File: config.mk
export PLATFORM = sky130hd
export DESIGN_NAME = functional_unit_reservation
export DESIGN_NICKNAME = d
export VERILOG_FILES = /design/src/rtl/core/frr_pkg.sv /design/src/rtl/core/frr_free_table.sv /design/src/rtl/core/frr_stats.sv /design/src/rtl/core/functional_unit_reservation.sv
export SDC_FILE = /design/constraint.sdc
export NUM_CORES = 2
export LEC_CHECK = 0
export BUFFER_PORTS_ARGS = -buffer_cell sky130_fd_sc_hd__buf_2
export CORE_ASPECT_RATIO = 1.2
export CORE_MARGIN = 1.5
export CORE_UTILIZATION = 49
export DETAILED_ROUTE_END_ITERATION = 7
export PLACE_DENSITY = 0.73
export SETUP_SLACK_MARGIN = 0.5
export SYNTH_ARGS = -nofsm -noshare
export SYNTH_HDL_FRONTEND = slang
export SYNTH_HIERARCHICAL = 1
export SYNTH_SLANG_ARGS = --single-unit
File: constraint.sdc
create_clock -name clk_i -period 37.5 [get_ports clk_i]
set_clock_uncertainty 0.1 [all_clocks]
set_input_delay 0 -clock clk_i [delete_from_list [all_inputs] [get_ports clk_i]]
set_output_delay 0 -clock clk_i [all_outputs]
set_load 0.01 [all_outputs]
File: src/rtl/core/frr_pkg.sv
`default_nettype none
package frr_pkg;

  localparam int NumClasses = 12;
  localparam int MaxUnits   = 4;
  localparam int CycleBits  = 32;
  localparam int NumRegs    = 3;
  localparam int RegW       = 60;
  localparam int FieldW     = 15;
  localparam int ClassAw    = (NumClasses > 1) ? $clog2(NumClasses) : 1;
  localparam int UnitW      = (MaxUnits > 1) ? $clog2(MaxUnits) : 1;
  localparam int CfgIdxW    = 2;

  typedef logic [NumRegs-1:0][RegW-1:0] params_t;

  localparam params_t ParamReset = {
    60'd731881291978934826, 60'd91550855031292436, 60'd347938832203252244
  };

  typedef enum logic [1:0] {
    CMD_RESERVE = 2'd0,
    CMD_RELEASE = 2'd1,
    CMD_STATS   = 2'd2,
    CMD_NONE    = 2'd3
  } cmd_e;

  typedef enum logic {
    ST_IDLE,
    ST_EXEC
  } state_e;

  typedef logic [CycleBits-1:0] cycle_t;
  typedef cycle_t [MaxUnits-1:0] free_row_t;

  typedef struct packed {
    cmd_e        command;
    logic [3:0]  unit_class;
    logic [31:0] current_cycle;
    logic [31:0] first_try_cycle;
  } in_t;

  typedef struct packed {
    logic [5:0]  granted_latency;
    logic [1:0]  unit_index;
    logic [31:0] try_cycle_out;
    logic [31:0] grant_count;
    logic [47:0] wait_total;
    logic [31:0] deny_count;
  } out_t;

  typedef struct packed {
    logic [31:0] grants;
    logic [47:0] waits;
    logic [31:0] denials;
  } stat_row_t;

  typedef struct packed {
    logic               en;
    logic [ClassAw-1:0] addr;
    logic               grant;
    cycle_t             wait_cyc;
  } stat_upd_t;

  function automatic logic class_ok(logic [3:0] c);
    return (int'(c) < NumClasses) && (int'(c) < NumRegs * 4);
  endfunction

  function automatic logic [ClassAw-1:0] class_addr(logic [3:0] c);
    return class_ok(c) ? ClassAw'(c) : '0;
  endfunction

  // count [2:0], op latency [8:3], issue latency [14:9]
  function automatic logic [FieldW-1:0] class_field(params_t p, logic [3:0] c);
    logic [RegW-1:0] r;
    r = (int'(c[3:2]) < NumRegs) ? p[c[3:2]] : '0;
    return r[c[1:0]*FieldW +: FieldW];
  endfunction

endpackage
`default_nettype wire

File: src/rtl/core/frr_free_table.sv
`default_nettype none
module frr_free_table (
  input  wire                         clk_i,
  input  wire                         rst_ni,
  input  wire [frr_pkg::ClassAw-1:0]  rd_addr_i,
  input  wire                         wr_en_i,
  input  wire [frr_pkg::ClassAw-1:0]  wr_addr_i,
  input  frr_pkg::free_row_t          wr_row_i,
  input  wire                         clr_all_i,
  output frr_pkg::free_row_t          rd_row_o
);
  import frr_pkg::*;

  free_row_t             mem_q [NumClasses];
  free_row_t             rd_q;
  logic [NumClasses-1:0] vld_q;
  logic                  rd_vld_q;

  always_ff @(posedge clk_i) begin
    if (wr_en_i) begin
      mem_q[wr_addr_i] <= wr_row_i;
    end
    rd_q <= mem_q[rd_addr_i];
  end

  // a row not written since reset or release-all reads as all free
  always_ff @(posedge clk_i or negedge rst_ni) begin
    if (!rst_ni) begin
      vld_q    <= '0;
      rd_vld_q <= 1'b0;
    end else begin
      rd_vld_q <= vld_q[rd_addr_i];
      if (clr_all_i) begin
        vld_q <= '0;
      end else if (wr_en_i) begin
        vld_q[wr_addr_i] <= 1'b1;
      end
    end
  end

  assign rd_row_o = rd_vld_q ? rd_q : '0;

endmodule
`default_nettype wire

File: src/rtl/core/frr_stats.sv
`default_nettype none
module frr_stats (
  input  wire                         clk_i,
  input  wire                         rst_ni,
  input  wire [frr_pkg::ClassAw-1:0]  rd_addr_i,
  input  frr_pkg::stat_upd_t          upd_i,
  output frr_pkg::stat_row_t          rd_row_o
);
  import frr_pkg::*;

  stat_row_t             mem_q [NumClasses];
  stat_row_t             rd_q;
  stat_row_t             row;
  stat_row_t             new_row;
  logic [NumClasses-1:0] vld_q;
  logic                  rd_vld_q;
  logic [48:0]           wait_sum;

  assign row      = rd_vld_q ? rd_q : '0;
  assign rd_row_o = row;

  // saturating read-modify-write on the row read in the previous cycle
  always_comb begin
    new_row  = row;
    wait_sum = {1'b0, row.waits} + 49'(upd_i.wait_cyc);
    if (upd_i.grant) begin
      if (row.grants != '1) begin
        new_row.grants = row.grants + 32'd1;
      end
      new_row.waits = wait_sum[48] ? '1 : wait_sum[47:0];
    end else if (row.denials != '1) begin
      new_row.denials = row.denials + 32'd1;
    end
  end

  always_ff @(posedge clk_i) begin
    if (upd_i.en) begin
      mem_q[upd_i.addr] <= new_row;
    end
    rd_q <= mem_q[rd_addr_i];
  end

  always_ff @(posedge clk_i or negedge rst_ni) begin
    if (!rst_ni) begin
      vld_q    <= '0;
      rd_vld_q <= 1'b0;
    end else begin
      rd_vld_q <= vld_q[rd_addr_i];
      if (upd_i.en) begin
        vld_q[upd_i.addr] <= 1'b1;
      end
    end
  end

endmodule
`default_nettype wire

File: src/rtl/core/functional_unit_reservation.sv
// Flow: the class rows are read at the input transfer, then updated and written back in
//   the execute state, which holds while the output register is not drained.
// One item at a time: no new input is taken until the read-modify-write of a class row
//   in the free-at and statistics memories is done.
// Reset: all units free, all counters zero, class parameters at defaults.
`default_nettype none
module functional_unit_reservation (
  input  wire                          clk_i,
  input  wire                          rst_ni,
  input  wire                          in_valid_i,
  output logic                         in_ready_o,
  input  frr_pkg::in_t                 in_data_i,
  output logic                         out_valid_o,
  input  wire                          out_ready_i,
  output frr_pkg::out_t                out_data_o,
  input  wire                          cfg_we_i,
  input  wire [frr_pkg::CfgIdxW-1:0]   cfg_idx_i,
  input  wire [frr_pkg::RegW-1:0]      cfg_wdata_i
);
  import frr_pkg::*;

  state_e              state_q, state_d;
  in_t                 item_q;
  params_t             params_q;
  out_t                out_q, out_d;
  logic                out_valid_q, out_valid_d;
  logic                in_xfer, exec_done;

  logic [ClassAw-1:0]  rd_addr;
  free_row_t           free_row, free_wr_row;
  stat_row_t           stat_row;
  stat_upd_t           stat_upd;
  logic                free_we, clr_all;

  logic [FieldW-1:0]   field;
  logic [2:0]          cnt;
  logic [5:0]          oplat, islat;
  cycle_t              now, first, tryc, wait_cyc;
  logic [MaxUnits-1:0] avail;
  logic [UnitW-1:0]    pick;
  logic                found, granted, ok, is_res;

  // FSM
  always_comb begin
    state_d = state_q;
    case (state_q)
      ST_IDLE: if (in_xfer) state_d = ST_EXEC;
      ST_EXEC: if (exec_done) state_d = ST_IDLE;
      default: state_d = ST_IDLE;
    endcase
  end

  always_comb begin
    in_ready_o = 1'b0;
    exec_done  = 1'b0;
    case (state_q)
      ST_IDLE: in_ready_o = 1'b1;
      ST_EXEC: exec_done = !out_valid_q || out_ready_i;
      default: ;
    endcase
  end

  assign in_xfer = in_valid_i && in_ready_o;
  assign rd_addr = (state_q == ST_IDLE) ? class_addr(in_data_i.unit_class)
                                        : class_addr(item_q.unit_class);

  always_ff @(posedge clk_i or negedge rst_ni) begin
    if (!rst_ni) begin
      state_q     <= ST_IDLE;
      out_valid_q <= 1'b0;
      params_q    <= ParamReset;
    end else begin
      state_q     <= state_d;
      out_valid_q <= out_valid_d;
      if (cfg_we_i && (int'(cfg_idx_i) < NumRegs)) begin
        params_q[cfg_idx_i] <= cfg_wdata_i;
      end
    end
  end

  always_ff @(posedge clk_i) begin
    if (in_xfer) begin
      item_q <= in_data_i;
    end
    if (exec_done) begin
      out_q <= out_d;
    end
  end

  always_comb begin
    out_valid_d = out_valid_q;
    if (exec_done) begin
      out_valid_d = 1'b1;
    end else if (out_ready_i) begin
      out_valid_d = 1'b0;
    end
  end

  // unit selection on the row read for this item
  assign ok     = class_ok(item_q.unit_class);
  assign is_res = (item_q.command == CMD_RESERVE);
  assign field  = class_field(params_q, item_q.unit_class);
  assign cnt    = field[2:0];
  assign oplat  = field[8:3];
  assign islat  = field[14:9];
  assign now    = CycleBits'(item_q.current_cycle);
  assign first  = CycleBits'(item_q.first_try_cycle);
  assign tryc   = (first != '0) ? first : now;
  assign wait_cyc = (tryc <= now) ? cycle_t'(now - tryc) : '0;

  always_comb begin
    for (int i = 0; i < MaxUnits; i++) begin
      avail[i] = (i < int'(cnt)) && (free_row[i] <= now);
    end
  end

  always_comb begin
    pick  = '0;
    found = 1'b0;
    for (int i = MaxUnits - 1; i >= 0; i--) begin
      if (avail[i]) begin
        pick  = UnitW'(i);
        found = 1'b1;
      end
    end
  end

  assign granted = found && (oplat != '0) && (islat != '0);

  always_comb begin
    free_wr_row       = free_row;
    free_wr_row[pick] = cycle_t'(now + cycle_t'(islat));
  end

  assign free_we = exec_done && is_res && ok && granted;
  assign clr_all = exec_done && (item_q.command == CMD_RELEASE);

  always_comb begin
    stat_upd.en       = exec_done && is_res && ok;
    stat_upd.addr     = class_addr(item_q.unit_class);
    stat_upd.grant    = granted;
    stat_upd.wait_cyc = wait_cyc;
  end

  always_comb begin
    out_d = '0;
    case (item_q.command)
      CMD_RESERVE: begin
        out_d.try_cycle_out = 32'(tryc);
        if (ok && granted) begin
          out_d.granted_latency = oplat;
          out_d.unit_index      = 2'(pick);
        end
      end
      CMD_STATS: begin
        if (ok) begin
          out_d.grant_count = stat_row.grants;
          out_d.wait_total  = stat_row.waits;
          out_d.deny_count  = stat_row.denials;
        end
      end
      default: ;
    endcase
  end

  frr_free_table u_free (
    .clk_i     (clk_i),
    .rst_ni    (rst_ni),
    .rd_addr_i (rd_addr),
    .wr_en_i   (free_we),
    .wr_addr_i (class_addr(item_q.unit_class)),
    .wr_row_i  (free_wr_row),
    .clr_all_i (clr_all),
    .rd_row_o  (free_row)
  );

  frr_stats u_stats (
    .clk_i     (clk_i),
    .rst_ni    (rst_ni),
    .rd_addr_i (rd_addr),
    .upd_i     (stat_upd),
    .rd_row_o  (stat_row)
  );

  assign out_valid_o = out_valid_q;
  assign out_data_o  = out_q;

endmodule
`default_nettype wire

After elaboration in Yosys (flattened, before gate mapping)
Memories as Yosys holds them, arrays and structs flattened. A register that Yosys moved wholly into a read port is not among the register bits.
Index checks and enable logic that the tools add are counted.
- shifts and indexed selects: 1
- order comparisons: 21
- multiplexer cells: 48
- reduce and logical (&&, ||, !) cells: 26
- equal/unequal tests: 4
- $mul: 1
- bitwise operators: 3
- $add $sub $neg: 5
- operator list (cell ; number):
    $mux W32 ; 6
    $bwmux W180 ; 1
    $mux W60 ; 3
    $le A32 B32 Y1 ; 5
    $bwmux W128 ; 1
    $mux W128 ; 1
    $bmux W60 S2 ; 1
    $demux W60 S2 ; 1
    $mux W112 ; 1
    $mux W80 ; 1
    $add A32 B1 Y32 const B ; 2
    $demux W32 S2 ; 1
    $ne A32 B32 Y1 const B ; 2
    $shiftx A60 B7 Y15 ; 1
    $add A48 B32 Y49 ; 1
    $mux W48 ; 1
    $add A32 B6 Y32 ; 1
    $reduce_bool A32 Y1 ; 1
    $sub A32 B32 Y32 ; 1
    $mux W12 ; 2
    $or A12 B12 Y12 ; 2
    $mux W1 ; 17
    $logic_and A1 B1 Y1 ; 16
    $mux W4 ; 3
    22 further kinds ; 37
- bits of input ports: 137
- RAM bits: 2880
- output and inout port bits: 154
- flip-flop bits (word level): 430
- memories: 2
- memories (name ; words ; bits a word ; rd ports ; clocked after memory_dff ; write ports ; RTL line ; RTL):
    u_free.mem_q ; 12 ; 128 ; 1 ; 1 ; 1 ; frr_free_table.sv:14 ; free_row_t mem_q [NumClasses];
    u_stats.mem_q ; 12 ; 112 ; 1 ; 1 ; 1 ; frr_stats.sv:11 ; stat_row_t mem_q [NumClasses];

Logic depth before layout (Yosys ltp)
- depth in word-level cells: 15
- depth in mapped cells: 28
- mapped depth without buffers: 25

By module
The synthesis kept the hierarchy.
- modules (own cells, without submodules) (module ; area each (sq um) ; instances ; sequential area each (sq um) ; cells each):
    frr_free_table ; 61805.5 ; 1 ; 49012.0 ; 2790
    frr_stats ; 58155.8 ; 1 ; 42926.2 ; 3063
    functional_unit_reservation ; 23153.5 ; 1 ; 11283.3 ; 1827

Worst setup path before layout
OpenSTA, ideal clock, no wires.
- path type: register to register
- from: register u_free.rd_vld_q
- to: memory u_free/mem_q[0][0] in the netlist's numbering, enable pin
- setup slack: 24327 ps
- period minus slack after synthesis: 13173 ps
- arrival time: 12301 ps
- cell stages (with the launch flop): 16
- data required time: 36628 ps
- cell sequence: dfrtp_1 > clkbuf_1 > clkbuf_1 > and2_1 > ha_1 > a21o_1 > a21o_1 > a221o_1 > a2111oi_0 > a2bb2oi_1 > o21ai_1 > nand2b_1 > o21ai_2 > nor3_1 > or3b_2 > nor3_1
- RTL lines (item ; RTL line ; RTL):
    start: declaration ; frr_free_table.sv:17 ; logic rd_vld_q;
    start signal: assignment ; frr_free_table.sv:32 ; rd_vld_q <= vld_q[rd_addr_i];
    end: declaration ; frr_free_table.sv:14 ;

==> metrics.md <==
| Metric | Value |
|---|---|
| Worst hold path class | `in -> reg` |
| Routed met2 length | `183000 um` |
| Largest family of logic cells by synthesized area | `multiplexers` |
| Vias per cell | `6.12` |
| Die width | `496 um` |
| Post-synth EDFFs | `around 3100` |
| Fill cells | `~21000` |
| Area Overhead vs Synth | `14.2%` |
| IO buf count | `290` |
| Synth Area in Simple Gates | `0.0425` |
| Synthesized cell area | `143000 um2` |
| Mux contribution to synthesized area | `0.153` |
| Worst slew margin | `0.183` |
| Nets@finish | `about 8700` |
| Vias in the first global route | `79655` |
| Aggregate global routing overflow | `0` |
| Fin util | `0.562` |
| Post-synthesis adder-cell area fraction | `0.0179` |
| Sequential Area | `slightly above 100000 um2` |
| Worst-path clk slew | `0.07 ns` |
| VDD IR max | `0.0544 mV` |
| Placed insts | `11556` |
| Crit path launch type | `flip-flop` |
| Starting DRT DRC Count | `7470` |
| Share of cells above drive strength 1 | `0.246` |
| Worst-Skew Late Latency | `0.91 ns` |
| Synth warn | `6` |
| Seq/Total Area, Yosys | `0.721` |
| Max cap viols | `0` |
| Antenna violations before repair | `27` |
| GPL Wtd Cong | `roughly 0.91` |
| DR top layer | `met5` |
| Most frequent cells after synthesis | `edfxtp_1, mux4_2, mux2i_1, and2_1, mux2_2` |
| WL/cell | `28.9 um` |
| Final setup fails | `0` |
| Drt total wl | `360000 um` |
| Fin. Hold Viols | `0` |
| Most instantiated library cell after synthesis | `edfxtp_1` |
| Syn_nets | `8020` |
| Clock Path Buffers | `4` |
| Fin crit period | `9.88 ns` |
| Synth Area in Compound Gates | `0.0420` |
| Synth Area per Inst | `between 15 and 20 um2` |
| Final period util | `0.263` |
| Outcome | `finished clean` |
| Crit Path Category | `reg -> reg` |
| Largest net degree at the start of global routing | `approximately 130` |
| Pre-CTS setup slack | `~28 ns` |
| Critical Path AT | `between 10 and 15 ns` |
| GRT Overall Usage | `0.243` |
| Fmax | `0.101 GHz` |
| DRC | `0` |
| Worst Max-Slew Pin Slew | `1.21 ns` |
| CTS sink cnt | `3550` |
| Post-CTS Setup Inserts | `0` |
| First-pass GRT wire length | `approximately 530000 um` |
| Die Height | `595 um` |
| Worst Path Max Fanout | `32` |
| Multi-input logic area | `38100 um2` |
| Area share of the largest cell type after synthesis | `0.651` |
| Post-route cell area | `approximately 160000 um2` |
| Vias | `76256` |
| #FFs+latches synth | `3550` |
| Antenna viol nets, final | `0` |
| Static leakage | `55.9 nW` |
| Row count | `217` |
| Post-Syn Instances | `about 7700` |
| RSZ-0062 raised after global routing | `false` |
| Top-Level Pins | `291` |
| Die area | `just under 300000 um2` |
| Dpl cell area | `approximately 150000 um2` |
| Fin. max-slew vios | `0` |
| Root buf cell | `clkbuf_16` |
| CTS tree | `built` |
| PwrDens | `60.4 nW/um2` |
| Critical Path End Type | `flip-flop` |
| Non-Filler Instances | `12470` |
| Met1 WL | `132000 um` |
| Initial core utilization | `0.492` |
| Met3 routed WL | `25300 um` |
| Top FF cell, synth | `edfxtp_1` |
| Setup TNS | `0 ns` |
| Xor/xnor share of the synthesized area | `0.00863` |
| Req. time, crit path | `37.84 ns` |
| DR pass1 iterations | `5` |
| Core Area | `291000 um2` |
| Distinct cells, synth | `~90` |
| FFs w/ async S/R, synth | `0.0586` |
| Largest cells by area after synthesis | `edfxtp_1, mux4_2, dfxtp_1` |
| CTS H-tree lvls | `5` |
| Num CTS Buffers | `338` |
| Post-DP HPWL | `210000 um` |
| Worst setup margin | `~28 ns` |
| Cell taking the most area after synthesis | `edfxtp_1` |
| Post-CTS sizing | `0` |
[logic make-up (layout without fill, tap and decap cells)]
| kind of cell | count (synthesis) | count (layout) |
|---|---|---|
| XOR/XNOR | 141 | 141 |
| buffers and inverters | 485 | 1419 |
| AND/OR/NAND/NOR | 1151 | 1151 |
| other | 0 | 24 |
| flip-flops | 3550 | 3550 |
| AO/OA/AOI/OAI | 807 | 807 |
| adder cells (fa/ha/maj) | 203 | 203 |
| multiplexers | 1343 | 1343 |
[metal layers]
metal	GRT usage	vias to the layer above
li1	-	32226
met1	0.301	39824
met2	0.413	3396
met3	0.0350	808
met4	0.125	2
met5	0	-
[worst paths after layout]
check                                             start                              end  slack [ns]  cells past startpoint
max in group asynchronous                        rst_ni        params_q[122]$_DFFE_PN0P_       35.82                      4
max                                  first[9]$_DFFE_PP_  u_stats/mem_q[10][58]$_DFFE_PP_       27.62                     26
min                                        cfg_idx_i[0]        params_q[131]$_DFFE_PN1P_        0.06                      4
max reg2reg                          first[9]$_DFFE_PP_  u_stats/mem_q[10][58]$_DFFE_PP_       27.62                     26
min reg2reg                u_stats/vld_q[0]$_DFFE_PN0P_     u_stats/vld_q[0]$_DFFE_PN0P_        0.36                      1
min in group asynchronous                        rst_ni          params_q[9]$_DFFE_PN1P_        0.42                      3
[worst max-delay path, stage by stage (launching register included)]
cell and delay [ns]:
edfxtp_1 0.42, nor4_1 0.39, nand4_1 0.32, nor2_2 0.63, buf_4 0.35, a21oi_1 0.13, ha_1 0.36, or3_1 0.38
a21oi_1 0.25, a211oi_1 0.11, or3b_1 0.45, o31a_1 0.33, a31oi_4 0.26, o21ai_2 0.11, a311oi_4 0.25, buf_4 0.36
nor2_1 0.10, ha_1 0.26, fa_1 0.45, a211oi_1 0.39, o211ai_1 0.25, a31o_2 0.30, a311oi_2 0.41, o221ai_1 0.20
a22o_1 0.46, nand2_1 0.71, o21ai_0 0.67
[report_power, final]
| group | switching, W | total [W] | leakage [nW] | internal [W] |
|---|---|---|---|---|
| Combinational | 0.000976 | 0.00152 | 17.0 | 0.000540 |
| Clock | 0.00148 | 0.00353 | 5.59 | 0.00205 |
| Sequential | 0.0000997 | 0.00483 | 33.3 | 0.00473 |
[flip-flops by register name, summed over array words and instances (netlist names)]
name	flops
item_q	6
state_q	1
out_data_o	152
u_free/rd_q	128
u_stats/rd_vld_q	1
u_free/mem_q	1536
u_free/rd_vld_q	1
params_q	180
u_stats/vld_q	12
u_free/vld_q	12
out_valid_o	1
now	32
u_stats/mem_q	1344
first	32
u_stats/rd_q	112
[stage by stage]
| stage | hold slack, ns | power, W |
|---|---|---|
| 2_1_floorplan | -0.396 | 0.00588 |
| 6_report | 0.0554 | 0.00988 |
| 3_5_place_dp | 0.0781 | 0.00638 |
| 3_3_place_gp | 0.0797 | 0.00634 |
| 5_1_grt | 0.0458 | 0.0102 |
| 4_1_cts | 0.00873 | 0.00991 |
[layout by cell type, fill, tap and decap left out, types with 43 or more instances in the layout]
cell and instances:
xor2_1 49, and2_1 336, buf_4 128, clkbuf_16 343
nor2_1 144, o21ai_0 173, clkbuf_1 73, edfxtp_1 3102
mux4_2 643, xnor2_1 92, ha_1 200, nand4_1 56
a22oi_2 70, nand2_1 282, dfstp_2 50, a22oi_1 58
a21oi_1 153, o221ai_1 119, dfxtp_1 240, clkinv_2 49
inv_1 96, buf_2 289, mux2_2 304, dfrtp_1 156
bufinv_16 43, nand3_1 76, dlygate4sd3_1 271, mux2i_1 392
[area by class of cell]
type | instances | area share
Timing Repair Buffer | 703 | 0.0331
Antenna cell | 24 | 0.000367
Sequential cell | 3550 | 0.632
Tap cell | 3832 | 0.0293
Clock inverter | 175 | 0.0139
Multi-Input combinational cell | 3645 | 0.233
Inverter | 98 | 0.00230
Clock buffer | 443 | 0.0565
[what timing repair did]
item	in CTS	in global routing
endpoints found under the setup margin	0	0
hold buffers	272	0
hold endpoints to repair	430	0
(Power assumes the default switching activity.)
